<file path="src/hw/rtl/ddds_pkg.sv">
`timescale 1ns / 1ps

package ddds_pkg;

	// input value
	localparam int VALUE_W = 14;
	localparam int VALUE_MAX = (1 << VALUE_W) - 1;

	// BCD digits needed to hold any 14-bit value (16383)
	localparam int DIGIT_W = 4;
	localparam int BCD_DIGITS = 5;
	localparam int BCD_W = BCD_DIGITS * DIGIT_W;

	// double-dabble step counter: counts 0..VALUE_W
	localparam int STEP_W = $clog2(VALUE_W + 1);

	// display frame layout
	localparam int FRAME_BITS = 16;
	localparam int BIT_W = $clog2(FRAME_BITS);
	localparam int ADDR_W = 8;
	localparam int POS_W = 3;

	// digit queue between converter and serializer, power of two
	localparam int QUEUE_DEPTH = 2;

	typedef logic [BCD_DIGITS-1:0][DIGIT_W-1:0] bcd_t;

	typedef struct packed {
		logic valid;
		bcd_t digits;
	} queue_req_t;

	// 10**n, elaboration only
	function automatic longint pow10(input int n);
		longint r;
		r = 1;
		for (int i = 0; i < n; i++) begin
			r = r * 10;
		end
		return r;
	endfunction

endpackage

</file>
<file path="src/hw/rtl/ddds_value_if.sv">
`timescale 1ns / 1ps

interface ddds_value_if;
	logic valid;
	logic ready;
	logic [ddds_pkg::VALUE_W-1:0] value;

	modport source (output valid, output value, input ready);
	modport sink (input valid, input value, output ready);
endinterface

</file>
<file path="src/hw/rtl/ddds_beat_if.sv">
`timescale 1ns / 1ps

interface ddds_beat_if;
	logic valid;
	logic ready;
	logic data_bit;
	logic [ddds_pkg::POS_W-1:0] digit_position;
	logic [ddds_pkg::BIT_W-1:0] bit_index;
	logic frame_end;
	logic last;

	modport source (
		output valid, output data_bit, output digit_position, output bit_index,
		output frame_end, output last, input ready
	);
	modport sink (
		input valid, input data_bit, input digit_position, input bit_index,
		input frame_end, input last, output ready
	);
endinterface

</file>
<file path="src/hw/rtl/ddds_front.sv">
`timescale 1ns / 1ps

// Clamp and binary-to-BCD conversion, one double-dabble step per cycle.
module ddds_front #(
	parameter int DIGIT_COUNT = 4
) (
	input logic clk,
	input logic arst_n,
	ddds_value_if.sink values,
	output ddds_pkg::queue_req_t push,
	input logic push_ready
);

	localparam longint LIMIT = ddds_pkg::pow10(DIGIT_COUNT);
	localparam logic [ddds_pkg::VALUE_W-1:0] CLAMP =
		(LIMIT - 1 > longint'(ddds_pkg::VALUE_MAX)) ? '1 : ddds_pkg::VALUE_W'(LIMIT - 1);
	localparam logic [ddds_pkg::STEP_W-1:0] STEPS = ddds_pkg::STEP_W'(ddds_pkg::VALUE_W);

	logic busy_q;
	logic [ddds_pkg::STEP_W-1:0] step_q;
	logic [ddds_pkg::VALUE_W-1:0] sh_q;
	ddds_pkg::bcd_t bcd_q;
	ddds_pkg::bcd_t bcd_adj;
	logic [ddds_pkg::BCD_W-1:0] adj_flat;
	logic [ddds_pkg::VALUE_W-1:0] clamped;
	logic accept;
	logic stepping;

	assign values.ready = !busy_q;
	assign accept = values.valid && !busy_q;
	assign stepping = busy_q && (step_q != STEPS);
	assign clamped = (values.value > CLAMP) ? CLAMP : values.value;

	// add 3 to every digit of 5 or more before the shift
	always_comb begin
		for (int i = 0; i < ddds_pkg::BCD_DIGITS; i++) begin
			bcd_adj[i] = (bcd_q[i] >= ddds_pkg::DIGIT_W'(5)) ?
				bcd_q[i] + ddds_pkg::DIGIT_W'(3) : bcd_q[i];
		end
	end

	assign adj_flat = bcd_adj;

	assign push.valid = busy_q && (step_q == STEPS);
	assign push.digits = bcd_q;

	always_ff @(posedge clk or negedge arst_n) begin
		if (!arst_n) begin
			busy_q <= 1'b0;
			step_q <= '0;
		end else if (accept) begin
			busy_q <= 1'b1;
			step_q <= '0;
		end else if (stepping) begin
			step_q <= step_q + 1'b1;
		end else if (push.valid && push_ready) begin
			busy_q <= 1'b0;
		end
	end

	always_ff @(posedge clk) begin
		if (accept) begin
			sh_q <= clamped;
			bcd_q <= '0;
		end else if (stepping) begin
			sh_q <= {sh_q[ddds_pkg::VALUE_W-2:0], 1'b0};
			bcd_q <= ddds_pkg::bcd_t'({adj_flat[ddds_pkg::BCD_W-2:0],
				sh_q[ddds_pkg::VALUE_W-1]});
		end
	end

endmodule

</file>
<file path="src/hw/rtl/ddds_fifo.sv">
`timescale 1ns / 1ps

// Short digit queue between converter and serializer.
module ddds_fifo (
	input logic clk,
	input logic arst_n,
	input ddds_pkg::queue_req_t push,
	output logic push_ready,
	output ddds_pkg::queue_req_t head,
	input logic pop
);

	localparam int PTR_W = (ddds_pkg::QUEUE_DEPTH > 1) ? $clog2(ddds_pkg::QUEUE_DEPTH) : 1;
	localparam int CNT_W = $clog2(ddds_pkg::QUEUE_DEPTH + 1);
	localparam logic [CNT_W-1:0] FULL = CNT_W'(ddds_pkg::QUEUE_DEPTH);

	ddds_pkg::bcd_t mem_q [ddds_pkg::QUEUE_DEPTH];
	logic [PTR_W-1:0] wr_ptr_q;
	logic [PTR_W-1:0] rd_ptr_q;
	logic [CNT_W-1:0] count_q;
	logic do_push;
	logic do_pop;

	assign push_ready = (count_q != FULL);
	assign head.valid = (count_q != '0);
	assign head.digits = mem_q[rd_ptr_q];
	assign do_push = push.valid && push_ready;
	assign do_pop = pop && head.valid;

	always_ff @(posedge clk or negedge arst_n) begin
		if (!arst_n) begin
			wr_ptr_q <= '0;
			rd_ptr_q <= '0;
			count_q <= '0;
		end else begin
			if (do_push) begin
				wr_ptr_q <= wr_ptr_q + 1'b1;
			end
			if (do_pop) begin
				rd_ptr_q <= rd_ptr_q + 1'b1;
			end
			if (do_push && !do_pop) begin
				count_q <= count_q + 1'b1;
			end else if (do_pop && !do_push) begin
				count_q <= count_q - 1'b1;
			end
		end
	end

	always_ff @(posedge clk) begin
		if (do_push) begin
			mem_q[wr_ptr_q] <= push.digits;
		end
	end

endmodule

</file>
<file path="src/hw/rtl/ddds_back.sv">
`timescale 1ns / 1ps

// Frame builder and bit serializer with a registered output beat.
module ddds_back #(
	parameter int DIGIT_COUNT = 4
) (
	input logic clk,
	input logic arst_n,
	input ddds_pkg::queue_req_t head,
	output logic pop,
	ddds_beat_if.source beats
);

	localparam int FR_W = $clog2(DIGIT_COUNT + 1);
	localparam logic [FR_W-1:0] LAST_FRAME = FR_W'(DIGIT_COUNT);
	localparam logic [ddds_pkg::BIT_W-1:0] TOP_BIT = ddds_pkg::BIT_W'(ddds_pkg::FRAME_BITS - 1);

	logic act_q;
	ddds_pkg::bcd_t cur_q;
	logic [FR_W-1:0] frame_q;
	logic [ddds_pkg::BIT_W-1:0] bit_q;
	logic out_valid_q;
	logic data_bit_q;
	logic [ddds_pkg::POS_W-1:0] pos_q;
	logic [ddds_pkg::BIT_W-1:0] bit_idx_q;
	logic frame_end_q;
	logic last_q;

	logic adv;
	logic final_beat;
	logic frame_done;
	logic [ddds_pkg::DIGIT_W-1:0] digit;
	logic [ddds_pkg::ADDR_W-1:0] addr;
	logic [ddds_pkg::FRAME_BITS-1:0] frame_word;

	// digit register address k shows decimal place DIGIT_COUNT - k
	always_comb begin
		digit = '0;
		for (int i = 0; i < ddds_pkg::BCD_DIGITS; i++) begin
			if (int'(frame_q) == DIGIT_COUNT - i) begin
				digit = cur_q[i];
			end
		end
	end

	assign addr = ddds_pkg::ADDR_W'(frame_q);
	assign frame_word = {addr, (ddds_pkg::FRAME_BITS - ddds_pkg::ADDR_W
		- ddds_pkg::DIGIT_W)'(0), digit};

	assign adv = act_q && (!out_valid_q || beats.ready);
	assign frame_done = (bit_q == '0);
	assign final_beat = frame_done && (frame_q == LAST_FRAME);
	assign pop = head.valid && (!act_q || (adv && final_beat));

	assign beats.valid = out_valid_q;
	assign beats.data_bit = data_bit_q;
	assign beats.digit_position = pos_q;
	assign beats.bit_index = bit_idx_q;
	assign beats.frame_end = frame_end_q;
	assign beats.last = last_q;

	always_ff @(posedge clk or negedge arst_n) begin
		if (!arst_n) begin
			act_q <= 1'b0;
			frame_q <= '0;
			bit_q <= '0;
			out_valid_q <= 1'b0;
		end else begin
			if (adv) begin
				out_valid_q <= 1'b1;
			end else if (beats.ready) begin
				out_valid_q <= 1'b0;
			end
			// next value starts right behind the final beat
			if (pop) begin
				act_q <= 1'b1;
				frame_q <= FR_W'(1);
				bit_q <= TOP_BIT;
			end else if (adv) begin
				if (frame_done) begin
					bit_q <= TOP_BIT;
					if (final_beat) begin
						act_q <= 1'b0;
					end else begin
						frame_q <= frame_q + 1'b1;
					end
				end else begin
					bit_q <= bit_q - 1'b1;
				end
			end
		end
	end

	always_ff @(posedge clk) begin
		if (pop) begin
			cur_q <= head.digits;
		end
		if (adv) begin
			data_bit_q <= frame_word[bit_q];
			pos_q <= addr[ddds_pkg::POS_W-1:0];
			bit_idx_q <= bit_q;
			frame_end_q <= frame_done;
			last_q <= final_beat;
		end
	end

endmodule

</file>
<file path="src/hw/rtl/decimal_digit_display_serializer_core.sv">
`timescale 1ns / 1ps

// Decimal digit display serializer.
// values: one beat carries a 14-bit unsigned number; numbers above the largest
// that DIGIT_COUNT digits can show are clamped to it (9999 for four digits).
// beats: one beat per serial bit. Each digit becomes a 16-bit frame, register
// address 1..DIGIT_COUNT in the upper byte and the digit in the lower byte,
// sent MSB first, thousands frame first. frame_end marks bit 0 of each frame,
// last marks bit 0 of the final frame. 16*DIGIT_COUNT beats per value.
// Throughput: one beat per cycle while the receiver holds ready high, set by
// the one-bit serializer. The converter takes a new value only after the load,
// 14 double-dabble steps and hand-off of the last, and runs ahead into a
// two-entry digit queue, so consecutive values go out with no gap between
// their beats. With the queue empty, a value passes the converter, the digit
// queue and the output register before its first output beat.
// Reset clears the converter, the queue and the output register; no beat is
// valid after reset. When the receiver holds ready low the output beat holds,
// the serializer waits, then the queue fills and the converter holds its
// result, keeping values.ready low until a queue entry frees.
module decimal_digit_display_serializer_core #(
	parameter int DIGIT_COUNT = 4
) (
	input logic clk,
	input logic arst_n,
	ddds_value_if.sink values,
	ddds_beat_if.source beats
);

	ddds_pkg::queue_req_t push;
	ddds_pkg::queue_req_t head;
	logic push_ready;
	logic pop;

	// front: clamp and BCD conversion
	ddds_front #(
		.DIGIT_COUNT(DIGIT_COUNT)
	) u_front (
		.clk(clk),
		.arst_n(arst_n),
		.values(values),
		.push(push),
		.push_ready(push_ready)
	);

	// digits of converted values waiting for the serializer
	ddds_fifo u_fifo (
		.clk(clk),
		.arst_n(arst_n),
		.push(push),
		.push_ready(push_ready),
		.head(head),
		.pop(pop)
	);

	// back: frame assembly and one bit per beat
	ddds_back #(
		.DIGIT_COUNT(DIGIT_COUNT)
	) u_back (
		.clk(clk),
		.arst_n(arst_n),
		.head(head),
		.pop(pop),
		.beats(beats)
	);

endmodule

</file>
<file path="src/flat_wrapper.sv">
// flat-port wrapper written by rule: the top's interface ports become plain ports
module decimal_digit_display_serializer_core_flat 
#(
	parameter int DIGIT_COUNT = 4
)
  (clk, arst_n, values_valid, values_value, values_ready, beats_valid, beats_data_bit, beats_digit_position, beats_bit_index, beats_frame_end, beats_last, beats_ready);
  ddds_value_if values_i ();
  ddds_beat_if beats_i ();
  input logic clk;
  input logic arst_n;
  input wire logic [$bits(values_i.valid)-1:0] values_valid;
  input wire logic [$bits(values_i.value)-1:0] values_value;
  output wire logic [$bits(values_i.ready)-1:0] values_ready;
  output wire logic [$bits(beats_i.valid)-1:0] beats_valid;
  output wire logic [$bits(beats_i.data_bit)-1:0] beats_data_bit;
  output wire logic [$bits(beats_i.digit_position)-1:0] beats_digit_position;
  output wire logic [$bits(beats_i.bit_index)-1:0] beats_bit_index;
  output wire logic [$bits(beats_i.frame_end)-1:0] beats_frame_end;
  output wire logic [$bits(beats_i.last)-1:0] beats_last;
  input wire logic [$bits(beats_i.ready)-1:0] beats_ready;
  assign values_i.valid = values_valid;
  assign values_i.value = values_value;
  assign values_ready = values_i.ready;
  assign beats_valid = beats_i.valid;
  assign beats_data_bit = beats_i.data_bit;
  assign beats_digit_position = beats_i.digit_position;
  assign beats_bit_index = beats_i.bit_index;
  assign beats_frame_end = beats_i.frame_end;
  assign beats_last = beats_i.last;
  assign beats_i.ready = beats_ready;
  decimal_digit_display_serializer_core #(.DIGIT_COUNT(DIGIT_COUNT)) u_core (.clk(clk), .arst_n(arst_n), .values(values_i), .beats(beats_i));
endmodule
</file>
<file path="config.mk">
export PLATFORM = sky130hd
export DESIGN_NAME = decimal_digit_display_serializer_core_flat
export DESIGN_NICKNAME = d
export VERILOG_FILES = /design/src/hw/rtl/ddds_pkg.sv /design/src/hw/rtl/ddds_value_if.sv /design/src/hw/rtl/ddds_beat_if.sv /design/src/hw/rtl/ddds_front.sv /design/src/hw/rtl/ddds_fifo.sv /design/src/hw/rtl/ddds_back.sv /design/src/hw/rtl/decimal_digit_display_serializer_core.sv /design/src/flat_wrapper.sv
export SDC_FILE = /design/constraint.sdc
export NUM_CORES = 1
export LEC_CHECK = 0
export BUFFER_PORTS_ARGS = -buffer_cell sky130_fd_sc_hd__buf_2
export CAP_MARGIN = 30
export CORE_MARGIN = 2
export CORE_UTILIZATION = 45
export CTS_BUF_LIST = sky130_fd_sc_hd__clkbuf_8
export DETAILED_ROUTE_END_ITERATION = 7
export PLACE_DENSITY = 0.71
export RECOVER_POWER = 50
export SYNTH_ARGS = -nofsm -noshare
export SYNTH_HDL_FRONTEND = slang
export SYNTH_SLANG_ARGS = --single-unit
</file>
<file path="constraint.sdc">
create_clock -name clk -period 2.1 [get_ports clk]
set_input_delay 0.42 -clock clk [delete_from_list [all_inputs] [get_ports clk]]
set_output_delay 0.42 -clock clk [all_outputs]
set_load 0.1 [all_outputs]
</file>
Word-level counts from Yosys, hierarchy flattened
Memories as Yosys holds them, arrays and structs flattened. A register that Yosys moved wholly into a read port is not among the register bits.
Index checks and enable logic that the tools add are counted.
Word-level totals
  register bits: 62
  bits in writable memories: 40
  input bits: 18
  output and inout bits: 12
  logic and storage cells: 118
  memories: 1
Memories
  u_core.u_fifo.mem_q: words 2, bits a word 20, read ports 1, clocked after Yosys merged registers in 1, wr ports 1, line ddds_fifo.sv:17  | ddds_pkg::bcd_t mem_q [ddds_pkg::QUEUE_DEPTH];
Cells by class
  add/sub/neg operators: 12
  magnitude comparators: 7
  equal/unequal tests: 10
  multiplexer cells: 37
  reduce and logical (&&, ||, !) cells: 31
Operators with widths (count)
  2-to-1 mux 4 bit: 14
  2-to-1 mux 14 bit: 3
  greater-or-equal comparator 4 x 3 -> 1 bit, second input constant: 5
  adder 4 x 2 -> 4 bit, second input constant: 4
  nonzero test 2 bit: 8
  2-to-1 mux 3 bit: 5
  > comparator 14 bit, second input constant: 1
  equality test 3 bit, second input constant: 4
  2-to-1 mux 1 bit: 12
  logical AND 1 bit: 11
  AND reduction 3 bit: 2
  logical NOT 1 bit: 5
  less-than comparator 4 x 5 -> 1 bit, second input constant: 1
  adder 4 x 1 -> 4 bit, second input constant: 1
  binary-select mux 1 bit (select 4 bit): 1
  equality test 4 bit, second input constant: 1
  logical NOT 4 bit: 1
  2-to-1 mux 2 bit: 2
  inequality test 2 bit, second input constant: 2
  inequality test 4 bit, second input constant: 1
  subtractor 4 x 1 -> 4 bit, second input constant: 1
  adder 3 x 1 -> 3 bit, second input constant: 1
  adder 3 x 2 -> 3 bit, second input constant: 1
  equality test 3 x 2 -> 1 bit, second input constant: 1
  other kinds (7): 9

Logic depth before layout (Yosys ltp)
Gate-level depths: netlist (run 1).
  depth in word-level cells: 10
  mapped depth: 11

By module
From an unflattened synthesis (run 1), not the netlist that was laid out.
Second synthesis, totals
  cell total of the unflattened synthesis: 427
  area total of the unflattened synthesis: 5411.4 um2
Modules (own cells, without submodules)
  ddds_front: times used 1, cells each 218, area an instance 2031.9 um2, seq. area each 945.9 um2
  ddds_back: times used 1, cells each 129, area an instance 1714.1 um2, seq. area each 1126.1 um2
  ddds_fifo: times used 1, cells each 80, area an instance 1665.3 um2, seq. area each 1301.2 um2

Worst setup path before layout (run 1)
OpenSTA, ideal clock, no wires.
  path kind: flip-flop to flip-flop
  from: register u_core.u_front.step_q[0] in the netlist's numbering
  to: memory u_core.u_fifo.mem_q[0][0] in the netlist's numbering (enable)
  data arrival time: 1.862 ns
  data required time: 1.703 ns
  slack: -0.159 ns
  stages on the path, launching flop included: 6
  buffers on the path: 0
  period minus slack after synthesis: 2.259 ns
  cells stage by stage: dfrtp_1 -> inv_1 -> ha_1 -> nand3_1 -> or2_2 -> nor2_1
On the way
  cells in the longest elaborated chain, start to end: 5
RTL lines
  start, declared: line ddds_front.sv:20  | logic [ddds_pkg::STEP_W-1:0] step_q;
  start signal, assigned: line ddds_front.sv:55  | step_q <= step_q + 1'b1;
  equality test 4 bit: line ddds_front.sv:44  | assign push.valid = busy_q && (step_q == STEPS);
  logical AND 1 bit: line ddds_front.sv:44
  logical AND 1 bit: line ddds_fifo.sv:27  | assign do_push = push.valid && push_ready;
  2-to-1 mux 1 bit: line ddds_fifo.sv:51  | if (do_push) begin
  2-to-1 mux 1 bit (not written as such): line ddds_fifo.sv:52  | mem_q[wr_ptr_q] <= push.digits;
  end, declared: line ddds_fifo.sv:17
Every way passes these cells.

Final worst setup path (run 1)
  from: register u_core.u_back.frame_q[0]
  to: register u_core.u_back.data_bit_q (netlist: u_core.u_back.beats.data_bit) (data pin)
On the way
  cells in the longest elaborated chain, start to end: 8
RTL lines
  start, declared: line ddds_back.sv:20  | logic [FR_W-1:0] frame_q;
  start signal, assigned: line ddds_back.sv:85  | frame_q <= frame_q + 1'b1;
  equality test 3 bit: line ddds_back.sv:40  | if (int'(frame_q) == DIGIT_COUNT - i) begin
  2-to-1 mux 4 bit (5 in a row): line ddds_back.sv:40
  binary-select mux 1 bit (select 4 bit) *: line ddds_back.sv:99  | data_bit_q <= frame_word[bit_q];
  2-to-1 mux 1 bit (not written as such) *: line ddds_back.sv:99
  end signal, assigned: line ddds_back.sv:99
  end, declared: line ddds_back.sv:23  | logic data_bit_q;
Every way passes the cells marked *; elsewhere a longest branch is shown, timed or not. The select of a mux whose other input is x is not followed.
A chain may end at the register's enable or synchronous reset.

==> impl_results.md, run 1 <==
- Router iterations before antenna repair: 4
- Outcome: finished clean
- Filler cell count: 934
- Post-synth top area cell: edfxtp_1
- Vias: 3244
- Net count, final: 502
- Synth area leaders: edfxtp_1 48%, dfrtp_1 8.6%, dfxtp_1 7.7%
- First-pass GRT wire length: 15.0 mm
- Worst Hold Class: primary input to register
- Critical Path Fanout Max: 5
- Port Buf Inserts: 29
- Drt total wl: 9.24 mm
- Row count: 39
- Top-count cell post-synth: edfxtp_1
- I/O pin count: 30
- CTS Buf Count: 17
- Routing usage on met3: 5.82%
- Met1 Use GR: 19.1%
- DRC viols: 0
- Peak supply drop: 838 uV
- CTS root buffer: clkbuf_8
- Routability cong.: 0.830
- Crit. End Element: register
- Hold Crit Depth: 3
- DRT iter0 DRCs: 202
- P per Cell Area: 1370 mW/mm^2
- Crit share post-route: 99.7%
- Post-Place Cell Area: 0.00565 sq mm
- Startpoint Class: register
- Yosys warnings: 0
- Worst-path clk slew: 70 ps
- Core area: 0.0114 sq mm
- Worst Hold Path EP: u_core.u_front.busy_q$_DFFE_PN0P_
- Rel. slew slack: 34.6%
- Post-synth top cells: 84 x edfxtp_1, 32 x o21ai_0, 30 x nor2_1
- Syn Nets: 448
- Largest net degree at the start of global routing: 34
- Mapped Cells: 410
- Design area: 0.00608 sq mm
- Proportion of layout cells with a drive suffix above 1: 21.8%
- Hold Path Origin: values_valid
- Yosys cell types: 40
- Antenna Nets Post-Route: 0
- Syn-to-layout area delta: 16.8%
- Final hold vios: 0
- Clk_skew: 9.80 ps
- DPL Wire Length: 6.24 mm
- Cell Count, Final, Fillers Out: 619
- Async set-or-reset flop fraction in the synthesized netlist: 14.8%
- Initial antenna violation count: 0
- Placed instance count: 586
- GRT Max-Usage Layer: met2
- CTS tree: done
- Die Span Y: 112 microns
- Critical R2R Capture: u_core.u_back.beats.data_bit$_DFFE_PP_
- Finish-stage setup viols: 0
- R2r setup slk: 5 ps
- Clock Sinks: 122
- Vias per inst: 5.24
- Post-Synthesis Cell Area: 0.00521 sq mm
- F_max: 477 MHz
- R2R Path Start: u_core.u_back.frame_q[0]$_DFFE_PN0P_
- Ant diodes: 0
- Die Footprint: 0.0124 sq mm
- Chip Width: 112 microns
- Yosys reg bits: 122
- Pleak: 2.36 nW
- RSZ-0062 raised after global routing: yes
- CP required: 2340 ps
- Clock tree buffer depth: 2
- Least-Margin Pin Slew: 980 ps
- Worst-Skew Late Latency: 430 ps
- CTS H-tree depth: 4
- Syn Area/Cell: 12.7 sq um
- WL per Instance: 14.9 microns
- M2 GR Usage: 25.0%
- Total track usage: 15.7%
- Length in cells of the worst reg-to-reg path: 7
- EDFF count, synth: 84
- Max Slew Vio Count: 0
- Initial Utilization: 45.8%
- Max-cap violations: 0
- Crit path arrival time: 2340 ps
- Sequential cell area fraction in the yosys report: 64.8%
- Min Tclk post-route: 2090 ps
- Path type of the worst setup path: register to register
- Congestion Overflow GR: 0
- Main synth FF type: edfxtp_1
- Post-synth top area share: 48.4%
- Vias in the first global route: 3142
## power breakdown
part | switching [mW] | leakage, nW | total [mW] | internal [mW]
clock network | 0.856 | 0.225 | 2.18 | 1.33
registers | 0.433 | 1.17 | 3.67 | 3.24
logic | 1.49 | 0.959 | 2.48 | 0.988
## state kept, by name (all words and copies together), names as in the netlist
name	flops
u_core.u_fifo.mem_q	40
u_core.u_back.beats.last	1
u_core.u_back.beats.frame_end	1
u_core.u_front.busy_q	1
u_core.u_front.push	20
u_core.u_back.beats.data_bit	1
u_core.u_fifo.count_q	2
u_core.u_back.act_q	1
u_core.u_fifo.wr_ptr_q	1
u_core.u_back.beats.valid	1
u_core.u_back.frame_q	3
u_core.u_back.bit_q	4
u_core.u_back.beats.digit_position	3
u_core.u_fifo.rd_ptr_q	1
u_core.u_back.cur_q	20
u_core.u_back.beats.bit_index	4
u_core.u_front.sh_q	14
u_core.u_front.step_q	4
## kinds of logic after synthesis
| kind of cell | share of synthesized area, % |
|---|---|
| DFF | 64.8 |
| and+or+nand+nor | 9.83 |
| muxes | 4.71 |
| AOI/OAI and AO/OA | 10.2 |
| xor gates and xnor gates | 2.86 |
| adders and majority gates | 4.81 |
| buffers and inverters | 2.83 |
## cell type report
class                      instances  area [sq um]  share of cell area (%)
multi-input combinational        251          1710                    28.1
sequential                       122          3370                    55.5
inverter                          24          97.6                    1.60
clock buffer                      19           262                    4.30
tap                              143           179                    2.94
timing repair buffer              48           304                    5.00
clock inverter                    12           156                    2.57
## layer usage
layer	up-vias	routed length [microns]
li1	1601	-
met1	1546	4110
met2	82	4450
met3	15	507
met4	0	174
met5	-	0
## worst max-delay path by stage
stage                                                     from                                      to  slack [ps]  cells past startpoint
after global placement    u_core.u_back.frame_q[0]$_DFFE_PN0P_  u_core.u_back.beats.data_bit$_DFFE_PP_         110                      7
after floorplan              u_core.u_front.busy_q$_DFFE_PN0P_    u_core.u_front.sh_q[0]$_SDFFCE_PN0P_          50                      4
after detailed placement  u_core.u_back.frame_q[0]$_DFFE_PN0P_  u_core.u_back.beats.data_bit$_DFFE_PP_          20                      7
final                     u_core.u_back.frame_q[0]$_DFFE_PN0P_  u_core.u_back.beats.data_bit$_DFFE_PP_           5                      7
after CTS                 u_core.u_back.frame_q[0]$_DFFE_PN0P_  u_core.u_back.beats.data_bit$_DFFE_PP_           3                      7
after global routing      u_core.u_back.frame_q[0]$_DFFE_PN0P_  u_core.u_back.beats.data_bit$_DFFE_PP_         -90                      7
## cells in the final DEF, fill, tap and decap left out, drive strengths merged, types with 2 or more instances in the layout
cell and count:
dfrtp 18, o221a 2, buf 39, o22ai 2
o21ai 33, ha 20, edfxtp 84, clkbuf 27
nand3b 3, nor2 30, and2 3, dfxtp 20
o22a 6, clkinvlp 2, nand3 26, mux2 20
nand2 27, a22o 4, clkinv 6, o31ai 5
xnor2 9, mux2i 2, bufinv 4, a221o 4
xor2 8, nor2b 6, inv 24, nand2b 7
nand4 2, a21oi 25
## worst max-delay path: stages, from the launching register on
cell and delay [ps]:
dfrtp_1 430, ha_2 220, ha_4 160, and3b_4 310, a221o_1 150, a21oi_2 50
o221a_2 290, o41ai_2 300
## per-stage QoR
stage	util [%]	setup TNS [ps]	total power [mW]	hold slack, ps	setup slack (ps)
after floorplan	-	0	5.54	124	45.8
after global placement	49.7	0	5.99	372	115
after detailed placement	49.7	0	6.16	377	17.3
after CTS	53.5	0	8.37	219	2.84
after global routing	53.5	-85.6	8.84	253	-85.6
final	53.5	0	8.33	259	5.33
## what timing repair did
item                       in CTS  in global routing
setup buffers                   0                  1
gates resized for setup         0                  5
hold buffers                    1                  0
setup endpoints to repair       0                  1
hold endpoints to repair       18                  0
Note: power is estimated with default switching activity, not from simulation.
==> run 2, diff against run 1 <==
- REMOVE_ABC_BUFFERS: unset -> 1
==> run 2 against run 1 <==
Total power shrank 1.2%. Sequential power is essentially flat. Clock skew grew 3.7 ps. Hold slack gained 18 ps. Via count shrank 1.9%. Critical endpoint unchanged. Register-to-register slack gained 20 ps. Combinational power is essentially flat. Largest cell class unchanged. Final cell count is the same. Critical path depth is the same. Largest power group unchanged. Clock power shrank 6%. Sequential cell count is the same.
==> impl_results.md, run 2 (synthesis gave the netlist of run 1 again) <==
- Outcome: finished clean
- Crit path arrival time: 2290 ps (-50 ps)
- CP required: 2320 ps (-20 ps)
- CTS Buf Count: 17 (unchanged)
- Total track usage: 15.0% (-0.62 points)
- Initial antenna violation count: 0 (unchanged)
- CTS H-tree depth: 4 (unchanged)
- P per Cell Area: 1350 mW/mm^2 (-1.3%)
- Drt total wl: 8.71 mm (-5.7%)
- WL per Instance: 14.1 microns (-5.7%)
- Routability cong.: 0.885 (+6.6%)
- Path type of the worst setup path: register to register
- Clock tree buffer depth: 2 (unchanged)
- Crit-path max cell delay: 440 ps (about the same)
- Hold Path Origin: values_valid
- Most common cell after layout, fill and taps aside: edfxtp_1
- Peak supply drop: 722 uV (-14%)
- Critical path's slowest cell: dfrtp_2
- Internal Power: 5.44 mW (-2.0%)
- Core area: 0.0114 sq mm (unchanged)
- CP startpoint: u_core.u_back.frame_q[0]$_DFFE_PN0P_
- Most frequent cells in the layout: 84 x edfxtp_1, 32 x o21ai_0, 30 x nor2_1
- Min Tclk post-route: 2070 ps (-24.8 ps)
- Net count, final: 501 (-0.20%)
- Critical R2R Capture: u_core.u_back.beats.data_bit$_DFFE_PP_
- Worst Hold Class: primary input to register
- Length in cells of the worst reg-to-reg path: 7 (unchanged)
- Pre-CTS worst setup slack: 38.0 ps (+20.6 ps)
- Congestion Overflow GR: 0 (unchanged)
- R2r setup slk: 30 ps (+20 ps)
- F_max: 483 MHz (+1.2%)
- Hold Crit Depth: 3 (unchanged)
- Startpoint Class: register
- DRT iter0 DRCs: 166 (-18%)
- Worst-Skew Late Latency: 410 ps (-20 ps)
- Worst-path clk slew: 70 ps (about the same)
- Crit-path most repeated cell: ha_4
- First-pass GRT wire length: 14.8 mm (-1.3%)
- DRC viols: 0 (unchanged)
- Switching share of power: 33.9% (+0.51 points)
- Die Span Y: 112 microns (unchanged)
- DPL Wire Length: 6.07 mm (-2.8%)
- CTS tree: done
- Critical Path Fanout Max: 4 (-1)
- Max-cap violations: 0 (unchanged)
- Finish-stage setup viols: 0 (unchanged)
- Proportion of layout cells with a drive suffix above 1: 23.1% (+1.3 points)
- Ant diodes: 0 (unchanged)
- Worst Hold Path EP: u_core.u_front.busy_q$_DFFE_PN0P_
- Crit share post-route: 98.6% (-1.2 points)
- Max Slew Vio Count: 0 (unchanged)
- Final hold vios: 0 (unchanged)
- Biggest register: u_core.u_fifo.mem_q
- Largest net degree at the start of global routing: 39 (+15%)
- Rel. slew slack: 28.5% (-6.1 points)
- Pleak: 2.36 nW (+0.17%)
- Antenna Nets Post-Route: 0 (unchanged)
- Vias in the first global route: 3142 (unchanged)
- Clock Sinks: 122 (unchanged)
- R2R Path Start: u_core.u_back.frame_q[0]$_DFFE_PN0P_
- Sequential power share: 44.5% (+0.4 points)
- Clk_skew: 13.5 ps (+3.74 ps)
- Least-Margin Pin Slew: 1070 ps (+91.8 ps)
- Clock network fraction of design power: 25.0% (-1.2 points)
- Flip-flop count of the largest register after layout: 40 (unchanged)
- Port Buf Inserts: 29 (unchanged)
- Vias per inst: 5.14 (-1.9%)
- Worst-path cell chain: ha_4 > ha_4 > and3b_4 > a221o_1 > a21oi_2 > o221a_2 > o41ai_2
- Final design utilization: 53.5% (about the same)
- Initial Utilization: 45.8% (unchanged)
- Vias: 3183 (-1.9%)
- Crit. End Element: register
- RSZ-0062 raised after global routing: yes
- Chip Width: 112 microns (unchanged)
- Switching pwr: 2.79 mW (+0.31%)
- Row count: 39 (unchanged)
- Router iterations before antenna repair: 4 (unchanged)
- CTS root buffer: clkbuf_8
- Fin worst setup slack: 30.1 ps (+24.8 ps)
- Power share of the combinational group: 30.4% (+0.6 points)
- I/O pin count: 30 (unchanged)
- Syn-to-layout area delta: 16.9% (about the same)
- Die Footprint: 0.0124 sq mm (unchanged)
-- run 2: changes by cell type in the layout (fill, tap and decap cells not counted), moves of 2 or more --
cell,change
clkbuf_1,-4
buf_4,+2
clkinv_2,-2
clkinv_4,+2
ha_1,-2
inv_2,+2
-- run 2: per-stage QoR --
stage	std cells	instance area [sq um]	hold slack, ps	total power, mW	setup TNS, ps
after floorplan	397	5150	124	5.49	-9120
after detailed placement	583	5620	386	6.16	0
after global placement	583	5620	385	6.01	0
after global routing	619	6090	261	8.81	-45.4
final	619	6090	277	8.23	0
after CTS	616	6030	245	8.24	0
-- run 2: power by group through the flow --
stage	clock network [mW]	registers, mW	logic [mW]
2_1_floorplan	0	3.97	1.52
3_3_place_gp	0	3.67	2.34
3_5_place_dp	0	3.71	2.44
4_1_cts	2.12	3.66	2.45
5_1_grt	2.23	3.74	2.84
6_report	2.06	3.67	2.51
-- run 2: worst max-delay path by stage --
stage | to | slack, ps | cells after the start
after floorplan | u_core.u_front.sh_q[0]$_SDFFCE_PN0P_ | -350 | 3
after global placement | u_core.u_back.beats.data_bit$_DFFE_PP_ | 110 | 7
after detailed placement | u_core.u_back.beats.data_bit$_DFFE_PP_ | 40 | 7
after CTS | u_core.u_back.beats.data_bit$_DFFE_PP_ | 10 | 7
after global routing | u_core.u_back.beats.data_bit$_DFFE_PP_ | -50 | 7
final | u_core.u_back.beats.data_bit$_DFFE_PP_ | 30 | 7
-- run 2: cell type report --
type	instances	area (sq um)
Clock buffer	18	248
Clock inverter	14	156
Fill cell	945	5280
Inverter	24	90.1
Multi-Input combinational cell	251	1730
Sequential cell	122	3380
Tap cell	143	179
Timing Repair Buffer	47	312
-- run 2: worst max-delay path, delay by kind of cell, from the launching register on --
family,cells,cell delay [ps]
and+or+nand+nor,1,300
adders and majority gates,2,320
DFF,1,440
AOI/OAI and AO/OA,4,810
-- run 2: layer usage --
layer,track usage (%),part of all wire [%],up-vias
li1,-,-,1597
met1,18.6,45,1523
met4,4.86,1.3,0
met3,5.39,3.2,9
met5,0,0,-
met2,24.8,50,54
-- run 2: timing repair --
action / CTS / global route
setup buffers: 0 / 3
hold buffers: 1 / 0
hold endpoints to repair: 18 / 0
resized for setup: 0 / 12
endpoints found under the setup margin: 0 / 2
